### config.mk
export PLATFORM = sky130hd
export DESIGN_NAME = lpg_render
export DESIGN_NICKNAME = d
export VERILOG_FILES = /design/src/hw/rtl/lpg_pkg.sv /design/src/hw/rtl/lpg_render.sv
export SDC_FILE = /design/constraint.sdc
export NUM_CORES = 1
export LEC_CHECK = 0
export BUFFER_PORTS_ARGS = -buffer_cell sky130_fd_sc_hd__buf_2
export CAP_MARGIN = 10
export CORE_MARGIN = 4
export CORE_UTILIZATION = 65
export DETAILED_ROUTE_END_ITERATION = 12
export PLACE_DENSITY = 0.8
export SYNTH_ARGS = -nofsm -noshare
export SYNTH_HDL_FRONTEND = slang
export SYNTH_SLANG_ARGS = --single-unit
### constraint.sdc
create_clock -name clk -period 6.8 [get_ports clk]
set_input_delay 0.68 -clock clk [delete_from_list [all_inputs] [get_ports clk]]
set_output_delay 0.68 -clock clk [all_outputs]
set_load 0.02 [all_outputs]
### src/hw/rtl/lpg_pkg.sv
// Shared types, codes and color helpers for the LED strip pattern generator.
package lpg_pkg;

    localparam int STEP_W    = 11;
    localparam int OUT_STEP_W = 10;
    localparam int COLOR_W   = 24;
    localparam int CH_W      = 8;
    localparam int IDX_W     = 8;
    localparam int MODE_W    = 3;
    localparam int CFG_IDX_W = 3;

    // effect codes
    localparam logic [MODE_W-1:0] MODE_FADE    = 3'd0;
    localparam logic [MODE_W-1:0] MODE_SCAN    = 3'd1;
    localparam logic [MODE_W-1:0] MODE_WIPE    = 3'd2;
    localparam logic [MODE_W-1:0] MODE_RAINBOW = 3'd3;
    localparam logic [MODE_W-1:0] MODE_CHASE   = 3'd4;

    // register indexes
    localparam logic [CFG_IDX_W-1:0] REG_EFFECT_MODE   = 3'd0;
    localparam logic [CFG_IDX_W-1:0] REG_COLOR_A       = 3'd1;
    localparam logic [CFG_IDX_W-1:0] REG_COLOR_B       = 3'd2;
    localparam logic [CFG_IDX_W-1:0] REG_EYE_SIZE      = 3'd3;
    localparam logic [CFG_IDX_W-1:0] REG_START_REVERSE = 3'd4;
    localparam logic [CFG_IDX_W-1:0] REG_RAINBOW_CHASE = 3'd5;

    // opcodes
    localparam logic OP_TICK = 1'b0;
    localparam logic OP_READ = 1'b1;

    // reset values
    localparam logic [COLOR_W-1:0] COLOR_A_RESET  = 24'hFF0000;
    localparam logic [CH_W-1:0]    EYE_SIZE_RESET = 8'd4;

    // color wheel
    localparam logic [CH_W-1:0] CH_MAX           = 8'd255;
    localparam logic [CH_W-1:0] WHEEL_THIRD      = 8'd85;
    localparam logic [CH_W-1:0] WHEEL_TWO_THIRDS = 8'd170;
    localparam int              WHEEL_SPAN       = 256;
    localparam int              RAINBOW_PERIOD   = 255;

    // x / 10 == (x * 205) >> 11 for any 8-bit x
    localparam logic [15:0] DIV10_MUL   = 16'd205;
    localparam int          DIV10_SHIFT = 11;

    typedef struct packed {
        logic [MODE_W-1:0]  mode;
        logic [COLOR_W-1:0] color_a;
        logic [COLOR_W-1:0] color_b;
        logic [CH_W-1:0]    eye_size;
        logic               rainbow_chase;
    } lpg_cfg_t;

    function automatic logic [COLOR_W-1:0] wheel(input logic [CH_W-1:0] pos);
        logic [CH_W-1:0] p;
        logic [CH_W-1:0] p3;
        p = CH_MAX - pos;
        if (p < WHEEL_THIRD)
        begin
            p3 = CH_W'(p * 3);
            wheel = {CH_MAX - p3, 8'd0, p3};
        end
        else if (p < WHEEL_TWO_THIRDS)
        begin
            p3 = CH_W'((p - WHEEL_THIRD) * 3);
            wheel = {8'd0, p3, CH_MAX - p3};
        end
        else
        begin
            p3 = CH_W'((p - WHEEL_TWO_THIRDS) * 3);
            wheel = {p3, CH_MAX - p3, 8'd0};
        end
    endfunction

    function automatic logic [CH_W-1:0] div10(input logic [CH_W-1:0] x);
        logic [15:0] prod;
        prod = {8'd0, x} * DIV10_MUL;
        div10 = CH_W'(prod >> DIV10_SHIFT);
    endfunction

endpackage

### src/hw/rtl/lpg_render.sv
// Frame renderer: per-tick setup, then a sweep over the strip, one pixel per cycle; wipe writes only its target pixel.
module lpg_render
    import lpg_pkg::*;
#(
    parameter int NUM_PIXELS = 256,
    localparam int AW = $clog2(NUM_PIXELS)
)
(
    input  logic                     clk,
    input  logic                     rst_n,
    input  logic                     start,
    input  lpg_cfg_t                 cfg,
    input  logic signed [STEP_W-1:0] step,
    output logic                     wr_en,
    output logic [AW-1:0]            wr_addr,
    output logic [COLOR_W-1:0]       wr_data,
    output logic                     done
);

    localparam int SW   = STEP_W + 1;
    localparam int QUOT = WHEEL_SPAN / NUM_PIXELS;
    localparam int REM  = WHEEL_SPAN % NUM_PIXELS;
    localparam int RW   = $clog2(2 * NUM_PIXELS);
    localparam logic signed [SW-1:0] N_S        = SW'(NUM_PIXELS);
    localparam logic [19:0]          MOD3_MUL   = 20'd683;
    localparam int                   MOD3_SHIFT = 11;

    typedef enum logic [1:0] {R_IDLE, R_PREP, R_SWEEP} rstate_t;

    rstate_t              state_reg;
    logic [AW-1:0]        pix_reg;
    logic [CH_W-1:0]      wpos_reg;    // floor(i * 256 / N)
    logic [RW-1:0]        rem_reg;     // (i * 256) mod N
    logic [1:0]           ph_reg;      // (i + step) mod 3
    logic [COLOR_W-1:0]   fade_color_reg;
    logic [COLOR_W-1:0]   dim_color_reg;
    logic [COLOR_W-1:0]   wipe_color_reg;
    logic signed [SW-1:0] wipe_tgt_reg;

    logic signed [SW-1:0] step_s;
    logic [9:0]           s_mag;
    logic [19:0]          m3_prod;
    logic [8:0]           m3_quo;
    logic [9:0]           m3_rem;
    logic [COLOR_W-1:0]   fade_color;
    logic [COLOR_W-1:0]   dim_color;
    logic [COLOR_W-1:0]   wipe_color;
    logic signed [SW-1:0] wipe_tgt;
    logic [RW-1:0]        rem_sum;
    logic                 last_pix;
    logic signed [SW-1:0] pix_s;
    logic signed [SW-1:0] eye_s;
    logic signed [SW-1:0] pix_off;
    logic [COLOR_W-1:0]   wheel_color;

    function automatic logic [CH_W-1:0] fade_chan(input logic signed [STEP_W-1:0] s,
                                                  input logic [CH_W-1:0] c);
        logic [17:0] prod;
        logic [9:0]  scaled;
        prod   = {8'd0, s[9:0]} * {10'd0, c};
        scaled = prod[17:8];
        if (s < 0)
        begin
            fade_chan = '0;
        end
        else if (scaled > 10'(CH_MAX))
        begin
            fade_chan = CH_MAX;
        end
        else
        begin
            fade_chan = scaled[CH_W-1:0];
        end
    endfunction

    // per-tick setup
    always_comb
    begin
        step_s  = {step[STEP_W-1], step};
        s_mag   = step[9:0];
        m3_prod = {10'd0, s_mag} * MOD3_MUL;
        m3_quo  = m3_prod[19:MOD3_SHIFT];
        m3_rem  = s_mag - ({1'b0, m3_quo} * 10'd3);
        fade_color = {fade_chan(step, cfg.color_a[23:16]),
                      fade_chan(step, cfg.color_a[15:8]),
                      fade_chan(step, cfg.color_a[7:0])};
        dim_color  = {div10(cfg.color_a[23:16]),
                      div10(cfg.color_a[15:8]),
                      div10(cfg.color_a[7:0])};
        if (step_s < N_S)
        begin
            wipe_tgt   = step_s;
            wipe_color = cfg.color_a;
        end
        else
        begin
            wipe_tgt   = step_s - N_S;
            wipe_color = '0;
        end
    end

    assign last_pix = (pix_reg == AW'(NUM_PIXELS - 1));
    assign rem_sum  = rem_reg + RW'(REM);
    assign done     = (state_reg == R_SWEEP) && last_pix;

    always_ff @(posedge clk or negedge rst_n)
    begin
        if (!rst_n)
        begin
            state_reg <= R_IDLE;
        end
        else
        begin
            unique case (state_reg)
                R_IDLE:
                begin
                    if (start)
                    begin
                        state_reg <= R_PREP;
                    end
                end
                R_PREP:  state_reg <= R_SWEEP;
                R_SWEEP:
                begin
                    if (last_pix)
                    begin
                        state_reg <= R_IDLE;
                    end
                end
                default: state_reg <= R_IDLE;
            endcase
        end
    end

    always_ff @(posedge clk)
    begin
        if (state_reg == R_PREP)
        begin
            pix_reg        <= '0;
            wpos_reg       <= '0;
            rem_reg        <= '0;
            ph_reg         <= m3_rem[1:0];
            fade_color_reg <= fade_color;
            dim_color_reg  <= dim_color;
            wipe_color_reg <= wipe_color;
            wipe_tgt_reg   <= wipe_tgt;
        end
        else if (state_reg == R_SWEEP)
        begin
            pix_reg <= pix_reg + 1'b1;
            ph_reg  <= (ph_reg == 2'd2) ? 2'd0 : ph_reg + 2'd1;
            if (rem_sum >= RW'(NUM_PIXELS))
            begin
                rem_reg  <= rem_sum - RW'(NUM_PIXELS);
                wpos_reg <= wpos_reg + CH_W'(QUOT + 1);
            end
            else
            begin
                rem_reg  <= rem_sum;
                wpos_reg <= wpos_reg + CH_W'(QUOT);
            end
        end
    end

    // pixel color for the current sweep position
    always_comb
    begin
        pix_s       = $signed({{(SW-AW){1'b0}}, pix_reg});
        eye_s       = $signed({{(SW-CH_W){1'b0}}, cfg.eye_size});
        pix_off     = pix_s - step_s;
        wheel_color = wheel(wpos_reg + step[CH_W-1:0]);
        wr_en       = 1'b0;
        wr_data     = '0;
        unique case (cfg.mode)
            MODE_FADE:
            begin
                wr_en   = 1'b1;
                wr_data = fade_color_reg;
            end
            MODE_SCAN:
            begin
                wr_en = 1'b1;
                if (pix_off == 0 || pix_off == eye_s + 1)
                begin
                    wr_data = dim_color_reg;
                end
                else if (pix_off > 0 && pix_off <= eye_s)
                begin
                    wr_data = cfg.color_a;
                end
                else
                begin
                    wr_data = '0;
                end
            end
            MODE_WIPE:
            begin
                wr_en   = (pix_s == wipe_tgt_reg);
                wr_data = wipe_color_reg;
            end
            MODE_RAINBOW:
            begin
                wr_en   = 1'b1;
                wr_data = wheel_color;
            end
            MODE_CHASE:
            begin
                wr_en = 1'b1;
                if (ph_reg != 2'd0)
                begin
                    wr_data = cfg.color_b;
                end
                else if (cfg.rainbow_chase)
                begin
                    wr_data = wheel_color;
                end
                else
                begin
                    wr_data = cfg.color_a;
                end
            end
            default:
            begin
                wr_en   = 1'b0;
                wr_data = '0;
            end
        endcase
        if (state_reg != R_SWEEP)
        begin
            wr_en = 1'b0;
        end
    end

    assign wr_addr = pix_reg;

endmodule

==> impl_metrics.env <==
export IMPL_status="complete, no violations"
export IMPL_grt_first_pass_wirelength_um=83500
export IMPL_post_synth_top_area_cell="sky130_fd_sc_hd__ha_1"
export IMPL_initial_antenna_violation_count=0
export IMPL_cts_resized=0
export IMPL_synth_top_cell_area_share_pct=22.2
export IMPL_clk_root_buffer_cell="sky130_fd_sc_hd__clkbuf_16"
export IMPL_ff_latch_area_mm2=0.00270
export IMPL_dr_pass1_iters=5
export IMPL_globalRouteOverflowTotal=0
export IMPL_synth_sequential_area_ratio_pct=14.0
export IMPL_fmaxAchievable_mhz=158
export IMPL_timing_critical_path_from_type="input port"
export IMPL_tritoncts="yes"
export IMPL_number_of_i_o_port_buffers=107
export IMPL_timing_final_setup_violations=0
export IMPL_worst_clock_skew_ns=0.0115
export IMPL_tritoncts_num_sinks=96
export IMPL_drt_vias_per_instance=6.07
export IMPL_max_cap_violations=0
export IMPL_critical_path_class="input port to output port"
export IMPL_vdd_drop_max_mv=0.202
export IMPL_ys_ff_latch=96
export IMPL_insertedDiodeCount=0
export IMPL_detail_route_drc_violations=0
export IMPL_effective_utilization_at_floorplan_pct=66.6
export IMPL_grt_pass1_vias=16000
export IMPL_ys_warns=0
export IMPL_post_route_cell_area_mm2=0.0205
export IMPL_syn_mean_instance_area_um2=8.94
export IMPL_report_final_hold_viol_count=0
export IMPL_std_cell_rows=62
export IMPL_worst_slew_pin_slew_ns=1.04
export IMPL_netlist_instances=2161
export IMPL_async_reset_ff_share_pct=2.08
export IMPL_coreArea_mm2=0.0290
export IMPL_dp_slack_ns=0.541
export IMPL_power_static_leakage_uw=0.0104
export IMPL_die_x_um=180
export IMPL_tot_pwr_uw=6600
export IMPL_detailroute_via_count=15900
export IMPL_finalWirelength_um=51600
export IMPL_clock_tree_htree_level_count=3
export IMPL_setup_worst_path_end_class="output port"
export IMPL_design_portCount=108
export IMPL_track_usage_pct=31.5
export IMPL_grt_setup_unrepaired="no"
export IMPL_final_fill_count=2232
export IMPL_post_synth_instance_area_mm2=0.0193
export IMPL_grt_max_degree=78
export IMPL_slowest_stage="sky130_fd_sc_hd__xor2_1"
export IMPL_drtAntennaViolNets=0
export IMPL_cts_made_buffers=9
export IMPL_drtIter0Drc=1414
export IMPL_drive_gt1_share_pct=7.98
export IMPL_avgRoutedWirePerCell_um=19.7
export IMPL_postSynth_topFlopCell="sky130_fd_sc_hd__edfxtp_1"
export IMPL_synth_enable_flop_cells=77
export IMPL_placed_instance_area_mm2=0.0203
export IMPL_final_critical_path_setup_slack_ns=0.467
export IMPL_final_min_clock_period_ns=6.33
export IMPL_path_cells="buf_2 > inv_1 > ha_1 > nor2b_1 > o21ai_0 > a21oi_1 > inv_1 > ha_1 > nor2b_1 > nor3_1 > a21oi_1 > xor2_1 > ha_1 > ha_1 > a21oi_1 > o21bai_1 > a21oi_1 > xor2_1 > o32ai_1 > a221o_1 > buf_2"
export IMPL_synth_cell_types=74
export IMPL_crit_fanout=14
export IMPL_postCtsSetupBuffers=0
export IMPL_floorplan_die_height_um=180
export IMPL_worst_setup_hold_path_clk_slew_ns=0.07
export IMPL_netlist_top_cells_area="sky130_fd_sc_hd__ha_1, sky130_fd_sc_hd__fa_1, sky130_fd_sc_hd__edfxtp_1, sky130_fd_sc_hd__inv_1, sky130_fd_sc_hd__and2_1"
export IMPL_finalSetupTns_ns=0
export IMPL_finalMaxSlewViolations=0
export IMPL_detailedPlacementHpwl_um=41100
export IMPL_cellPowerDensity_mw_per_mm2=321
export IMPL_cpPeakStageDelay_ns=0.44
export IMPL_timing_hold_worst_class="input port to asynchronous set/reset pin"
export IMPL_area_growth_pct=6.33
export IMPL_post_route_period_util_pct=93.1
export IMPL_hold_bufs_at_cts=0
export IMPL_multi_input_comb_area_mm2=0.0149
export IMPL_die_area_mm2=0.0325
export IMPL_total_nets_after_synthesis=2773
export IMPL_required_ns=6.12
export IMPL_gp_congestion=0.999
export IMPL_critPathArrivalTime_ns=5.65
export IMPL_finish_net_count=2837
export IMPL_clk_latency_ns=0.37
export IMPL_clock_tree_buffer_depth=2
export IMPL_timing_max_slew_rel_slack_pct=30.3
==> through the flow <==
stage / hold slack, ns / cells / util [%]
2_1_floorplan: 0.384 / 2161 / -
4_1_cts: 0.0785 / 2614 / 70.8
3_3_place_gp: 0.463 / 2598 / 69.8
5_1_grt: 0.0837 / 2614 / 70.8
6_report: 0.0903 / 2614 / 70.8
3_5_place_dp: 0.466 / 2598 / 69.8
==> routing by layer <==
metal | share of wire (%) | global-route usage [%]
met3 | 8.8 | 4.38
met1 | 42 | 44.0
met2 | 46 | 51.0
met4 | 3.5 | 10.6
met5 | 0 | 0
==> cells in the mapped netlist (all sizes together) (7+ instances only) <==
cell type  count
nand2b        12
o21a          21
nand3         21
nand2         82
and2         157
nand4         17
nor2b         39
nor3b         20
o21ai         63
xnor2         86
nor3          35
buf            8
inv          375
and3           8
xor2          31
fa           195
edfxtp        77
ha           343
o22a          14
nor4           7
or2            9
mux2i         29
o22ai         20
a21o          21
dfxtp         17
a21oi        101
clkbuf        80
nor2         148
a221o         26
==> cell families after synthesis <==
logic type / after synthesis / synth area share [%]
AO/OA/AOI/OAI: 339 / 11.7
XOR/XNOR: 118 / 5.56
adder cells (fa/ha/maj): 538 / 42.4
buffers and inverters: 465 / 9.16
flip-flops: 96 / 14.0
multiplexers: 29 / 1.50
AND/OR/NAND/NOR: 576 / 15.6
==> critical path: cells and delay by family <==
kind | cells | cell delay (ns)
xor gates and xnor gates | 2 | 0.76
and+or+nand+nor | 3 | 0.40
buffers and inverters | 4 | 0.89
adders and majority gates | 4 | 1.15
AOI/OAI and AO/OA | 8 | 1.76
==> cell usage in the layout, fill, tap and decap left out, drive strengths merged, types with 29 or more instances in the layout <==
master / n
inv: 379
ha: 343
fa: 195
and2: 157
nor2: 148
buf: 141
a21oi: 101
xnor2: 86
nand2: 82
edfxtp: 77
o21ai: 63
nor2b: 39
nor3: 35
xor2: 31
mux2i: 29
==> power breakdown <==
part	switching (µW)	internal [µW]
Sequential	98.6	940
Clock	251	255
Combinational	3010	2050
==> cell type report <==
class / instances / area share [%]
Sequential cell: 96 / 13.2
Clock buffer: 10 / 1.11
Tap cell: 384 / 2.34
Multi-Input combinational cell: 1600 / 72.3
Timing Repair Buffer: 141 / 3.91
Clock inverter: 6 / 0.244
Inverter: 377 / 6.89
==> path summary, 6_finish.rpt <==
path | from | end | slack (ns) | cells after the start
setup / recovery | step[1] | wr_data[7] | 0.47 | 21
hold / removal | rst_n | state_reg[1]$_DFFE_PN0P_ | 0.09 | 1
setup reg to reg | state_reg[0]$_DFFE_PN0P_ | wr_addr[7]$_SDFFE_PP0P_ | 4.67 | 5
hold reg to reg | state_reg[1]$_DFFE_PN0P_ | state_reg[1]$_DFFE_PN0P_ | 0.55 | 2
max in group asynchronous | rst_n | state_reg[0]$_DFFE_PN0P_ | 6.62 | 1
min in group clk | state_reg[1]$_DFFE_PN0P_ | state_reg[1]$_DFFE_PN0P_ | 0.55 | 2
No activity file was read; power rests on OpenSTA's default activity.
