--- config.mk ---
export PLATFORM = sky130hd
export DESIGN_NAME = lpg_step_unit
export DESIGN_NICKNAME = d
export VERILOG_FILES = /design/src/hw/rtl/lpg_pkg.sv /design/src/hw/rtl/lpg_step_unit.sv
export SDC_FILE = /design/constraint.sdc
export NUM_CORES = 1
export LEC_CHECK = 0
export ABC_CLOCK_PERIOD_IN_PS = 4550
export BUFFER_PORTS_ARGS = -buffer_cell sky130_fd_sc_hd__buf_2
export CAP_MARGIN = 20
export CORE_UTILIZATION = 55
export DETAILED_ROUTE_END_ITERATION = 10
export GPL_ROUTABILITY_DRIVEN = 0
export PLACE_DENSITY = 0.88
export SLEW_MARGIN = 20
export SYNTH_ARGS = -nofsm -noshare
export SYNTH_HDL_FRONTEND = slang
export SYNTH_SLANG_ARGS = --single-unit
export TNS_END_PERCENT = 30
--- constraint.sdc ---
create_clock -name vclk -period 4.55
set_input_delay 0.455 -clock vclk [all_inputs]
set_output_delay 0.455 -clock vclk [all_outputs]
set_load 0.005 [all_outputs]
--- src/hw/rtl/lpg_pkg.sv ---
// Shared types, codes and color helpers for the LED strip pattern generator.
package lpg_pkg;

    localparam int STEP_W    = 11;
    localparam int OUT_STEP_W = 10;
    localparam int COLOR_W   = 24;
    localparam int CH_W      = 8;
    localparam int IDX_W     = 8;
    localparam int MODE_W    = 3;
    localparam int CFG_IDX_W = 3;

    // effect codes
    localparam logic [MODE_W-1:0] MODE_FADE    = 3'd0;
    localparam logic [MODE_W-1:0] MODE_SCAN    = 3'd1;
    localparam logic [MODE_W-1:0] MODE_WIPE    = 3'd2;
    localparam logic [MODE_W-1:0] MODE_RAINBOW = 3'd3;
    localparam logic [MODE_W-1:0] MODE_CHASE   = 3'd4;

    // register indexes
    localparam logic [CFG_IDX_W-1:0] REG_EFFECT_MODE   = 3'd0;
    localparam logic [CFG_IDX_W-1:0] REG_COLOR_A       = 3'd1;
    localparam logic [CFG_IDX_W-1:0] REG_COLOR_B       = 3'd2;
    localparam logic [CFG_IDX_W-1:0] REG_EYE_SIZE      = 3'd3;
    localparam logic [CFG_IDX_W-1:0] REG_START_REVERSE = 3'd4;
    localparam logic [CFG_IDX_W-1:0] REG_RAINBOW_CHASE = 3'd5;

    // opcodes
    localparam logic OP_TICK = 1'b0;
    localparam logic OP_READ = 1'b1;

    // reset values
    localparam logic [COLOR_W-1:0] COLOR_A_RESET  = 24'hFF0000;
    localparam logic [CH_W-1:0]    EYE_SIZE_RESET = 8'd4;

    // color wheel
    localparam logic [CH_W-1:0] CH_MAX           = 8'd255;
    localparam logic [CH_W-1:0] WHEEL_THIRD      = 8'd85;
    localparam logic [CH_W-1:0] WHEEL_TWO_THIRDS = 8'd170;
    localparam int              WHEEL_SPAN       = 256;
    localparam int              RAINBOW_PERIOD   = 255;

    // x / 10 == (x * 205) >> 11 for any 8-bit x
    localparam logic [15:0] DIV10_MUL   = 16'd205;
    localparam int          DIV10_SHIFT = 11;

    typedef struct packed {
        logic [MODE_W-1:0]  mode;
        logic [COLOR_W-1:0] color_a;
        logic [COLOR_W-1:0] color_b;
        logic [CH_W-1:0]    eye_size;
        logic               rainbow_chase;
    } lpg_cfg_t;

    function automatic logic [COLOR_W-1:0] wheel(input logic [CH_W-1:0] pos);
        logic [CH_W-1:0] p;
        logic [CH_W-1:0] p3;
        p = CH_MAX - pos;
        if (p < WHEEL_THIRD)
        begin
            p3 = CH_W'(p * 3);
            wheel = {CH_MAX - p3, 8'd0, p3};
        end
        else if (p < WHEEL_TWO_THIRDS)
        begin
            p3 = CH_W'((p - WHEEL_THIRD) * 3);
            wheel = {8'd0, p3, CH_MAX - p3};
        end
        else
        begin
            p3 = CH_W'((p - WHEEL_TWO_THIRDS) * 3);
            wheel = {p3, CH_MAX - p3, 8'd0};
        end
    endfunction

    function automatic logic [CH_W-1:0] div10(input logic [CH_W-1:0] x);
        logic [15:0] prod;
        prod = {8'd0, x} * DIV10_MUL;
        div10 = CH_W'(prod >> DIV10_SHIFT);
    endfunction

endpackage

--- src/hw/rtl/lpg_step_unit.sv ---
// Animation step advance: bounce or wrap depending on the effect.
module lpg_step_unit
    import lpg_pkg::*;
#(
    parameter int NUM_PIXELS = 256
)
(
    input  logic [MODE_W-1:0]        mode,
    input  logic [CH_W-1:0]          eye_size,
    input  logic signed [STEP_W-1:0] step,
    input  logic                     rev,
    output logic signed [STEP_W-1:0] step_next,
    output logic                     rev_next
);

    localparam int SW = STEP_W + 1;
    localparam logic signed [SW-1:0] ONE_S          = SW'(1);
    localparam logic signed [SW-1:0] ZERO_S         = '0;
    localparam logic signed [SW-1:0] FADE_LIMIT     = SW'(WHEEL_SPAN);
    localparam logic signed [SW-1:0] SCAN_BASE      = SW'(NUM_PIXELS - 2);
    localparam logic signed [SW-1:0] WIPE_PERIOD    = SW'(2 * NUM_PIXELS);
    localparam logic signed [SW-1:0] RAINBOW_PER    = SW'(RAINBOW_PERIOD);
    localparam logic signed [SW-1:0] CHASE_PERIOD   = SW'(NUM_PIXELS);

    logic signed [SW-1:0] step_s;
    logic signed [SW-1:0] inc;
    logic signed [SW-1:0] dec;
    logic signed [SW-1:0] limit;
    logic signed [SW-1:0] period;
    logic signed [SW-1:0] nxt;

    always_comb
    begin
        step_s   = {step[STEP_W-1], step};
        inc      = step_s + ONE_S;
        dec      = step_s - ONE_S;
        limit    = (mode == MODE_SCAN)
                 ? SCAN_BASE - $signed({{(SW-CH_W){1'b0}}, eye_size})
                 : FADE_LIMIT;
        period   = CHASE_PERIOD;
        nxt      = step_s;
        rev_next = rev;
        unique case (mode)
            MODE_FADE, MODE_SCAN:
            begin
                if (!rev)
                begin
                    nxt = inc;
                    if (inc > limit)
                    begin
                        rev_next = 1'b1;
                    end
                end
                else
                begin
                    nxt = dec;
                    if (dec <= ZERO_S)
                    begin
                        rev_next = 1'b0;
                    end
                end
            end
            MODE_WIPE, MODE_RAINBOW, MODE_CHASE:
            begin
                if (mode == MODE_WIPE)
                begin
                    period = WIPE_PERIOD;
                end
                else if (mode == MODE_RAINBOW)
                begin
                    period = RAINBOW_PER;
                end
                if (!rev)
                begin
                    nxt = (inc >= period) ? ZERO_S : inc;
                end
                else
                begin
                    nxt = (dec <= ZERO_S) ? period - ONE_S : dec;
                end
            end
            default:
            begin
                nxt = step_s;
            end
        endcase
        step_next = nxt[STEP_W-1:0];
    end

endmodule

==> metrics.csv, run 1 <==
metric,value,unit
ys_warn_count,0,
ioPinCount,35,
area_delta_synth_final,4.733,%
p_leak,0.8189,nW
relSlewSlack,55.00,%
drv_slew,0,
report.final.setup_viol,0,
cp_data_required_time,4.09,ns
coreArea,3128,um^2
grt_overflow,0,
synth.most_common_cell,nor2_1,
seq_cells,0,
fin_crit_sh,90.12,%
fillers,298,
synth_nets,316,
nClkBuffers,0,
crit_fanout,17,
arrival,3.65,ns
fmax,243.9,MHz
seqCellArea,0,um^2
drtIter0Drc,181,
status,finished clean,
max-vdd-ir-drop,0.06003,mV
grt_pass1_wl,7527,um
drc,0,
finalWirelength,4747,um
synth_top_cell_by_area,ha_1,
port_buffers,35,
die_h,60.01,um
synthesis.area,1851,um^2
synthCells,266,
wire_per_inst,14.34,um
design_area,1938,um^2
drt_first_pass_iters,5,
start_util,59.16,%
critPathCaptureType,output port,
drive_gt1_share,18.82,%
max_cap_violations,0,
hold_violations,0,
ys_seq_area_share,0,%
dieWidth,60.01,um
ctsHoldBuffers,0,
min_path_type,input pin to output port,
setup_tns,0,ns
cts_resized,0,
dp_hpwl,3702,um
place_area,1938,um^2
gr-usage-all-layers,26.29,%
rows,20,
post_cts_buffers,0,
grt_max_degree,33,
startpoint_type,input pin,
grt_pass1_vias,1719,
antenna_found_initial,0,
viasPerCell,6.245,
diodes,0,
vias,2067,
ys_types,60,
crit_type,input pin to output port,
period_needed,4.100,ns
powerDensity,92.77,nW/um^2
die_area,3601,um^2
avgSynthCellArea,6.957,um^2
netlist.area_leader.share,18.26,%
nets,339,
tightest_slew,0.6711,ns
postRouteAntennaNets,0,
rsz0062_at_grt,false,
synthTopCellsByArea,"ha_1 (18%), nor2_1 (6.5%), clkbuf_8 (5.9%), nand2_1 (5.3%), o21ai_0 (4.6%)",
synth_top_cells_by_count,"nor2_1 (32), ha_1 (27), nand2_1 (26), o21ai_0 (17), nand3_1 (15)",
[placed cells by master (no fill, tap or decap), types with 3 or more instances in the layout]
cell	instances
nand2b_1	7
ha_1	27
mux2i_1	3
nor2b_1	6
buf_2	35
o21ai_0	17
o2111ai_1	3
nor3_1	8
nor2_1	32
xor2_1	8
o22ai_1	3
nand4_1	6
xnor2_1	9
a311oi_1	6
buf_4	3
nand3b_1	3
nand2_1	26
inv_1	10
o21ai_1	3
a21oi_1	9
a31oi_1	3
nand3_1	15
[final timing paths]
path / from / to / slack, ns / cells past startpoint
worst min-delay path: step[10] / step_next[10] / 1.30 / 4
worst max-delay path: step[0] / step_next[4] / 0.45 / 16
[cell families after synthesis]
kind of cell / count (synthesis) / share of synthesized area, %
compound gates: 70 / 27.32
xor+xnor: 17 / 8.046
fa+ha+maj: 27 / 18.26
buf+inv: 27 / 10.95
mux: 3 / 1.623
simple gates: 122 / 33.81
[worst max-delay path: stages]
cell	delay [ns]
buf_2	0.25
and3_2	0.22
nand3_1	0.15
nor2_1	0.24
and3_1	0.20
xnor2_1	0.13
inv_1	0.09
ha_1	0.30
nand3_1	0.09
nor3_1	0.19
o31ai_1	0.11
a311oi_1	0.53
or2_2	0.26
a311oi_1	0.05
a211o_1	0.25
buf_2	0.12
[power by group]
| group | leakage (nW) | total (mW) | switching, mW | internal (mW) |
|---|---|---|---|---|
| Clock | 0 | 0 | 0 | 0 |
| Sequential | 0 | 0 | 0 | 0 |
| Combinational | 0.819 | 0.180 | 0.105 | 0.0743 |
[final cells by class]
cell class | instances | area (um^2) | share of cell area [%]
inverters | 10 | 37.54 | 1.937
multi-input cells | 239 | 1648 | 85.02
well taps | 44 | 55.05 | 2.841
repair buffers | 38 | 197.7 | 10.20
[per-stage QoR]
| stage | total power [mW] | std cells | setup WS (ns) | util, % | hold slack, ns |
|---|---|---|---|---|---|
| after CTS | 0.1764 | 331 | 0.5022 | 61.96 | 1.294 |
| after global placement | 0.1705 | 331 | 0.6254 | 61.96 | 1.283 |
| final | 0.1798 | 331 | 0.4495 | 61.96 | 1.297 |
| after floorplan | 0.1288 | 266 | 1.128 | - | 0.9950 |
| after detailed placement | 0.1755 | 331 | 0.5015 | 61.96 | 1.293 |
| after global routing | 0.1990 | 331 | 0.2307 | 61.96 | 1.302 |
[metal layers]
metal  routed length, um  GRT usage (%)  vias to the layer above
li1                    -              -                     1027
met1                2139          37.71                      932
met2                2156          43.81                      102
met3                 406          1.082                        6
met4                  44          4.319                        0
met5                   0              0                        -
(Power assumes the default switching activity.)
==> inputs of run 2 (changes only) <==
--- a/config.mk
+++ b/config.mk
@@ -8,6 +8,7 @@
 export ABC_CLOCK_PERIOD_IN_PS = 4550
 export BUFFER_PORTS_ARGS = -buffer_cell sky130_fd_sc_hd__buf_2
 export CAP_MARGIN = 20
+export CORE_MARGIN = 2
 export CORE_UTILIZATION = 55
 export DETAILED_ROUTE_END_ITERATION = 10
 export GPL_ROUTABILITY_DRIVEN = 0
==> metrics.csv, run 2 (same netlist as run 1, synthesis figures left out) <==
metric,value,unit,change
whs,1.270,ns,-0.02643 ns
grt_max_degree,33,,unchanged
nets,338,,-0.29%
area_delta_synth_final,4.462,%,
critPathCaptureType,output port,,
final_cell_mix,"buf_2 (35), nor2_1 (32), ha_1 (27)",,
viasPerCell,6.196,,-0.78%
period_needed,4.125,ns,+0.02422 ns
dp_cells,332,,+0.30%
drv_slew,0,,unchanged
relSlewSlack,53.65,%,-1.3 points
rows,21,,+5.0%
startpoint,step[0],,
p_leak,0.8141,nW,-0.59%
slowest_delay,0.52,ns,about the same
drc,0,,unchanged
grt_pass1_vias,1714,,-0.29%
seq_cells,0,,unchanged
drive_gt1_share,18.53,%,-0.28 points
setup_tns,0,ns,unchanged
design_area,1933,um^2,-0.26%
worst-path-buf-inv,3,,unchanged
layout_commonest_cell,buf_2,,
crit_fanout,17,,unchanged
finalWirelength,4745,um,about the same
die_area,3845,um^2,+6.8%
grt_overflow,0,,unchanged
coreArea,3284,um^2,+5.0%
holdPathStages,4,,unchanged
grt_pass1_wl,7472,um,-0.73%
dieWidth,62.01,um,+3.3%
hold_violations,0,,unchanged
fmax,242.4,MHz,-0.59%
drt_first_pass_iters,5,,unchanged
max_cap_violations,0,,unchanged
diodes,0,,unchanged
dp_hpwl,3694,um,-0.21%
arrival,3.67,ns,+0.02 ns
drtIter0Drc,241,,+33%
max-vdd-ir-drop,0.03767,mV,-37%
critPathSlowestCell,a311oi_1,,
fin_util,58.86,%,-3.1 points
fin_crit_sh,90.65,%,+0.53 points
post_cts_buffers,0,,unchanged
ctsHoldBuffers,0,,unchanged
port_buffers,35,,unchanged
gr-usage-all-layers,24.68,%,-1.6 points
dp_worst_setup_slack,0.4694,ns,-0.03214 ns
status,finished clean,,
crit_family,simple AND/OR/NAND/NOR gates,,
crit_type,input pin to output port,,
cp_data_required_time,4.09,ns,about the same
wire_per_inst,14.29,um,-0.34%
postRouteAntennaNets,0,,unchanged
final_cells,332,,+0.30%
place_area,1933,um^2,-0.26%
nClkBuffers,0,,unchanged
power,178.6,uW,-0.67%
cts_resized,0,,unchanged
rsz0062_at_grt,false,,
worstHoldStart,step[10],,
report.final.setup_viol,0,,unchanged
vias,2057,,-0.48%
seqCellArea,0,um^2,unchanged
min_path_type,input pin to output port,,
min_to,step_next[10],,
setup_slack,0.4253,ns,-0.02422 ns
start_util,56.34,%,-2.8 points
powerDensity,92.39,nW/um^2,-0.41%
ioPinCount,35,,unchanged
die_h,62.01,um,+3.3%
tightest_slew,0.6912,ns,+0.02012 ns
startpoint_type,input pin,,
cp_cell_sequence,"buf_2, and3_2, nand3_1, nor2_1, and3_1, xnor2_1, inv_1, ha_1, nand3_1, nor3_1, o31ai_1, a311oi_1, or2_2, a311oi_1, a211o_1, buf_2",,
antenna_found_initial,0,,unchanged
-- run 2: cell types whose count changed in the layout (fill, tap and decap cells not counted), sizes merged --
cell	before	now
buf	38	37
-- run 2: power by group --
part	internal (mW)	leakage, nW	total [mW]	switching, mW
clock	0	0	0	0
combinational	0.0736	0.814	0.179	0.105
sequential	0	0	0	0
total	0.0736	0.814	0.179	0.105
-- run 2: cell type report --
class              instances  area (um^2)
fillers                  328         1351
well taps                 46        57.56
repair buffers            37        190.2
inverters                 10        37.54
multi-input cells        239         1648
-- run 2: metal layers --
| metal | vias up | part of all wire (%) | track usage, % |
|---|---|---|---|
| met2 | 97 | 47 | 43.01 |
| li1 | 1020 | - | - |
| met1 | 919 | 45 | 33.25 |
| met5 | - | 0 | 0 |
| met3 | 21 | 5.5 | 1.449 |
| met4 | 0 | 3.1 | 5.471 |
-- run 2: worst min-delay path, delay by kind of cell --
kind,cells,cell delay (ns)
AND/OR/NAND/NOR,2,0.10
buffers and inverters,2,0.25
-- run 2: worst max-delay path by stage --
stage,end,depth (start not counted),slack [ns]
detailed placement,step_next[4],16,0.47
global route,step_next[3],16,0.02
floorplan,step_next[4],15,1.13
global placement,step_next[4],16,0.49
finish,step_next[4],16,0.43
CTS,step_next[4],16,0.47
==> inputs of run 3 (changes only) <==
--- a/config.mk
+++ b/config.mk
@@ -13,6 +13,7 @@
 export DETAILED_ROUTE_END_ITERATION = 10
 export GPL_ROUTABILITY_DRIVEN = 0
 export PLACE_DENSITY = 0.88
+export RECOVER_POWER = 100
 export SLEW_MARGIN = 20
 export SYNTH_ARGS = -nofsm -noshare
 export SYNTH_HDL_FRONTEND = slang
==> metrics.csv, run 3 (same netlist as run 1, synthesis figures left out) <==
metric,value,unit,change
status,finished clean,,
grt_pass1_wl,7472,um,unchanged
nets,338,,unchanged
holdPathStages,4,,unchanged
drv_slew,0,,unchanged
cts_resized,0,,unchanged
die_area,3845,um^2,unchanged
grt_max_degree,33,,unchanged
seq_cells,0,,unchanged
min_path_type,input pin to output port,,
crit_type,input pin to output port,,
gr-usage-all-layers,24.68,%,unchanged
coreArea,3284,um^2,unchanged
report.final.setup_viol,0,,unchanged
viasPerCell,6.205,,+0.15%
period_needed,4.137,ns,+0.01272 ns
powerDensity,92.09,nW/um^2,-0.32%
cp_data_required_time,4.09,ns,about the same
dp_hpwl,3694,um,unchanged
post_cts_buffers,0,,unchanged
area_delta_synth_final,3.786,%,
die_h,62.01,um,unchanged
crit_fanout,17,,unchanged
grt_pass1_vias,1714,,unchanged
tightest_slew,0.7081,ns,+0.01688 ns
hold_violations,0,,unchanged
drc,0,,unchanged
postRouteAntennaNets,0,,unchanged
dp_worst_setup_slack,0.4694,ns,unchanged
p_leak,0.7860,nW,-3.5%
port_buffers,35,,unchanged
ctsHoldBuffers,0,,unchanged
final_cell_mix,"nor2_1 (32), ha_1 (27), nand2_1 (26)",,
start_util,56.34,%,unchanged
fmax,241.7,MHz,-0.31%
fin_crit_sh,90.93,%,+0.28 points
startpoint_type,input pin,,
layout_commonest_cell,nor2_1,,
setup_slack,0.4126,ns,-0.01272 ns
rows,21,,unchanged
arrival,3.68,ns,about the same
drtIter0Drc,240,,-0.41%
nClkBuffers,0,,unchanged
drive_gt1_share,15.03,%,-3.5 points
ioPinCount,35,,unchanged
max_cap_violations,0,,unchanged
max-vdd-ir-drop,0.03761,mV,-0.17%
finalWirelength,4755,um,+0.21%
setup_tns,0,ns,unchanged
antenna_found_initial,0,,unchanged
grt_overflow,0,,unchanged
rsz0062_at_grt,false,,
vias,2060,,+0.15%
critPathCaptureType,output port,,
drt_first_pass_iters,5,,unchanged
whs,1.252,ns,-0.01793 ns
dieWidth,62.01,um,unchanged
diodes,0,,unchanged
relSlewSlack,52.52,%,-1.1 points
seqCellArea,0,um^2,unchanged
wire_per_inst,14.32,um,+0.21%
-- run 3: metrics by stage --
step | util, % | instance area (um^2) | power (mW) | std cells
floorplan | - | 1851 | 0.1288 | 266
global placement | 58.86 | 1933 | 0.1702 | 332
detailed placement | 58.86 | 1933 | 0.1749 | 332
CTS | 58.86 | 1933 | 0.1758 | 332
global route | 58.48 | 1921 | 0.1992 | 332
finish | 58.48 | 1921 | 0.1769 | 332
-- run 3: layer usage --
layer	vias up	GRT usage (%)	routed length, um
met5	-	0	0
met4	0	5.471	107
met3	16	1.449	299
met2	109	43.01	2212
met1	915	33.25	2136
li1	1020	-	-
-- run 3: worst paths after layout --
path / start / end / slack, ns
worst max-delay path: step[0] / step_next[4] / 0.41
worst min-delay path: step[10] / step_next[10] / 1.25
-- run 3: power breakdown --
group          switching [mW]  internal, mW  total (mW)
registers                   0             0           0
logic                   0.106        0.0710       0.177
clock network               0             0           0
total                   0.106        0.0710       0.177
-- run 3: final cells by class --
type                            count  area, um^2
Multi-Input combinational cell    239        1648
Inverter                           10       37.54
Tap cell                           46       57.56
Timing Repair Buffer               37       177.7
Fill cell                         331        1364
-- run 3: worst max-delay path, cell delays in order --
cell      delay [ns]
buf_2           0.26
and3_2          0.23
nand3_1         0.17
nor2_1          0.24
and3_1          0.20
xnor2_1         0.14
inv_1           0.10
ha_1            0.29
nand3_1         0.09
nor3_1          0.19
o31ai_1         0.12
a311oi_1        0.54
or2_2           0.24
a311oi_1        0.05
a211o_1         0.26
clkbuf_1        0.11
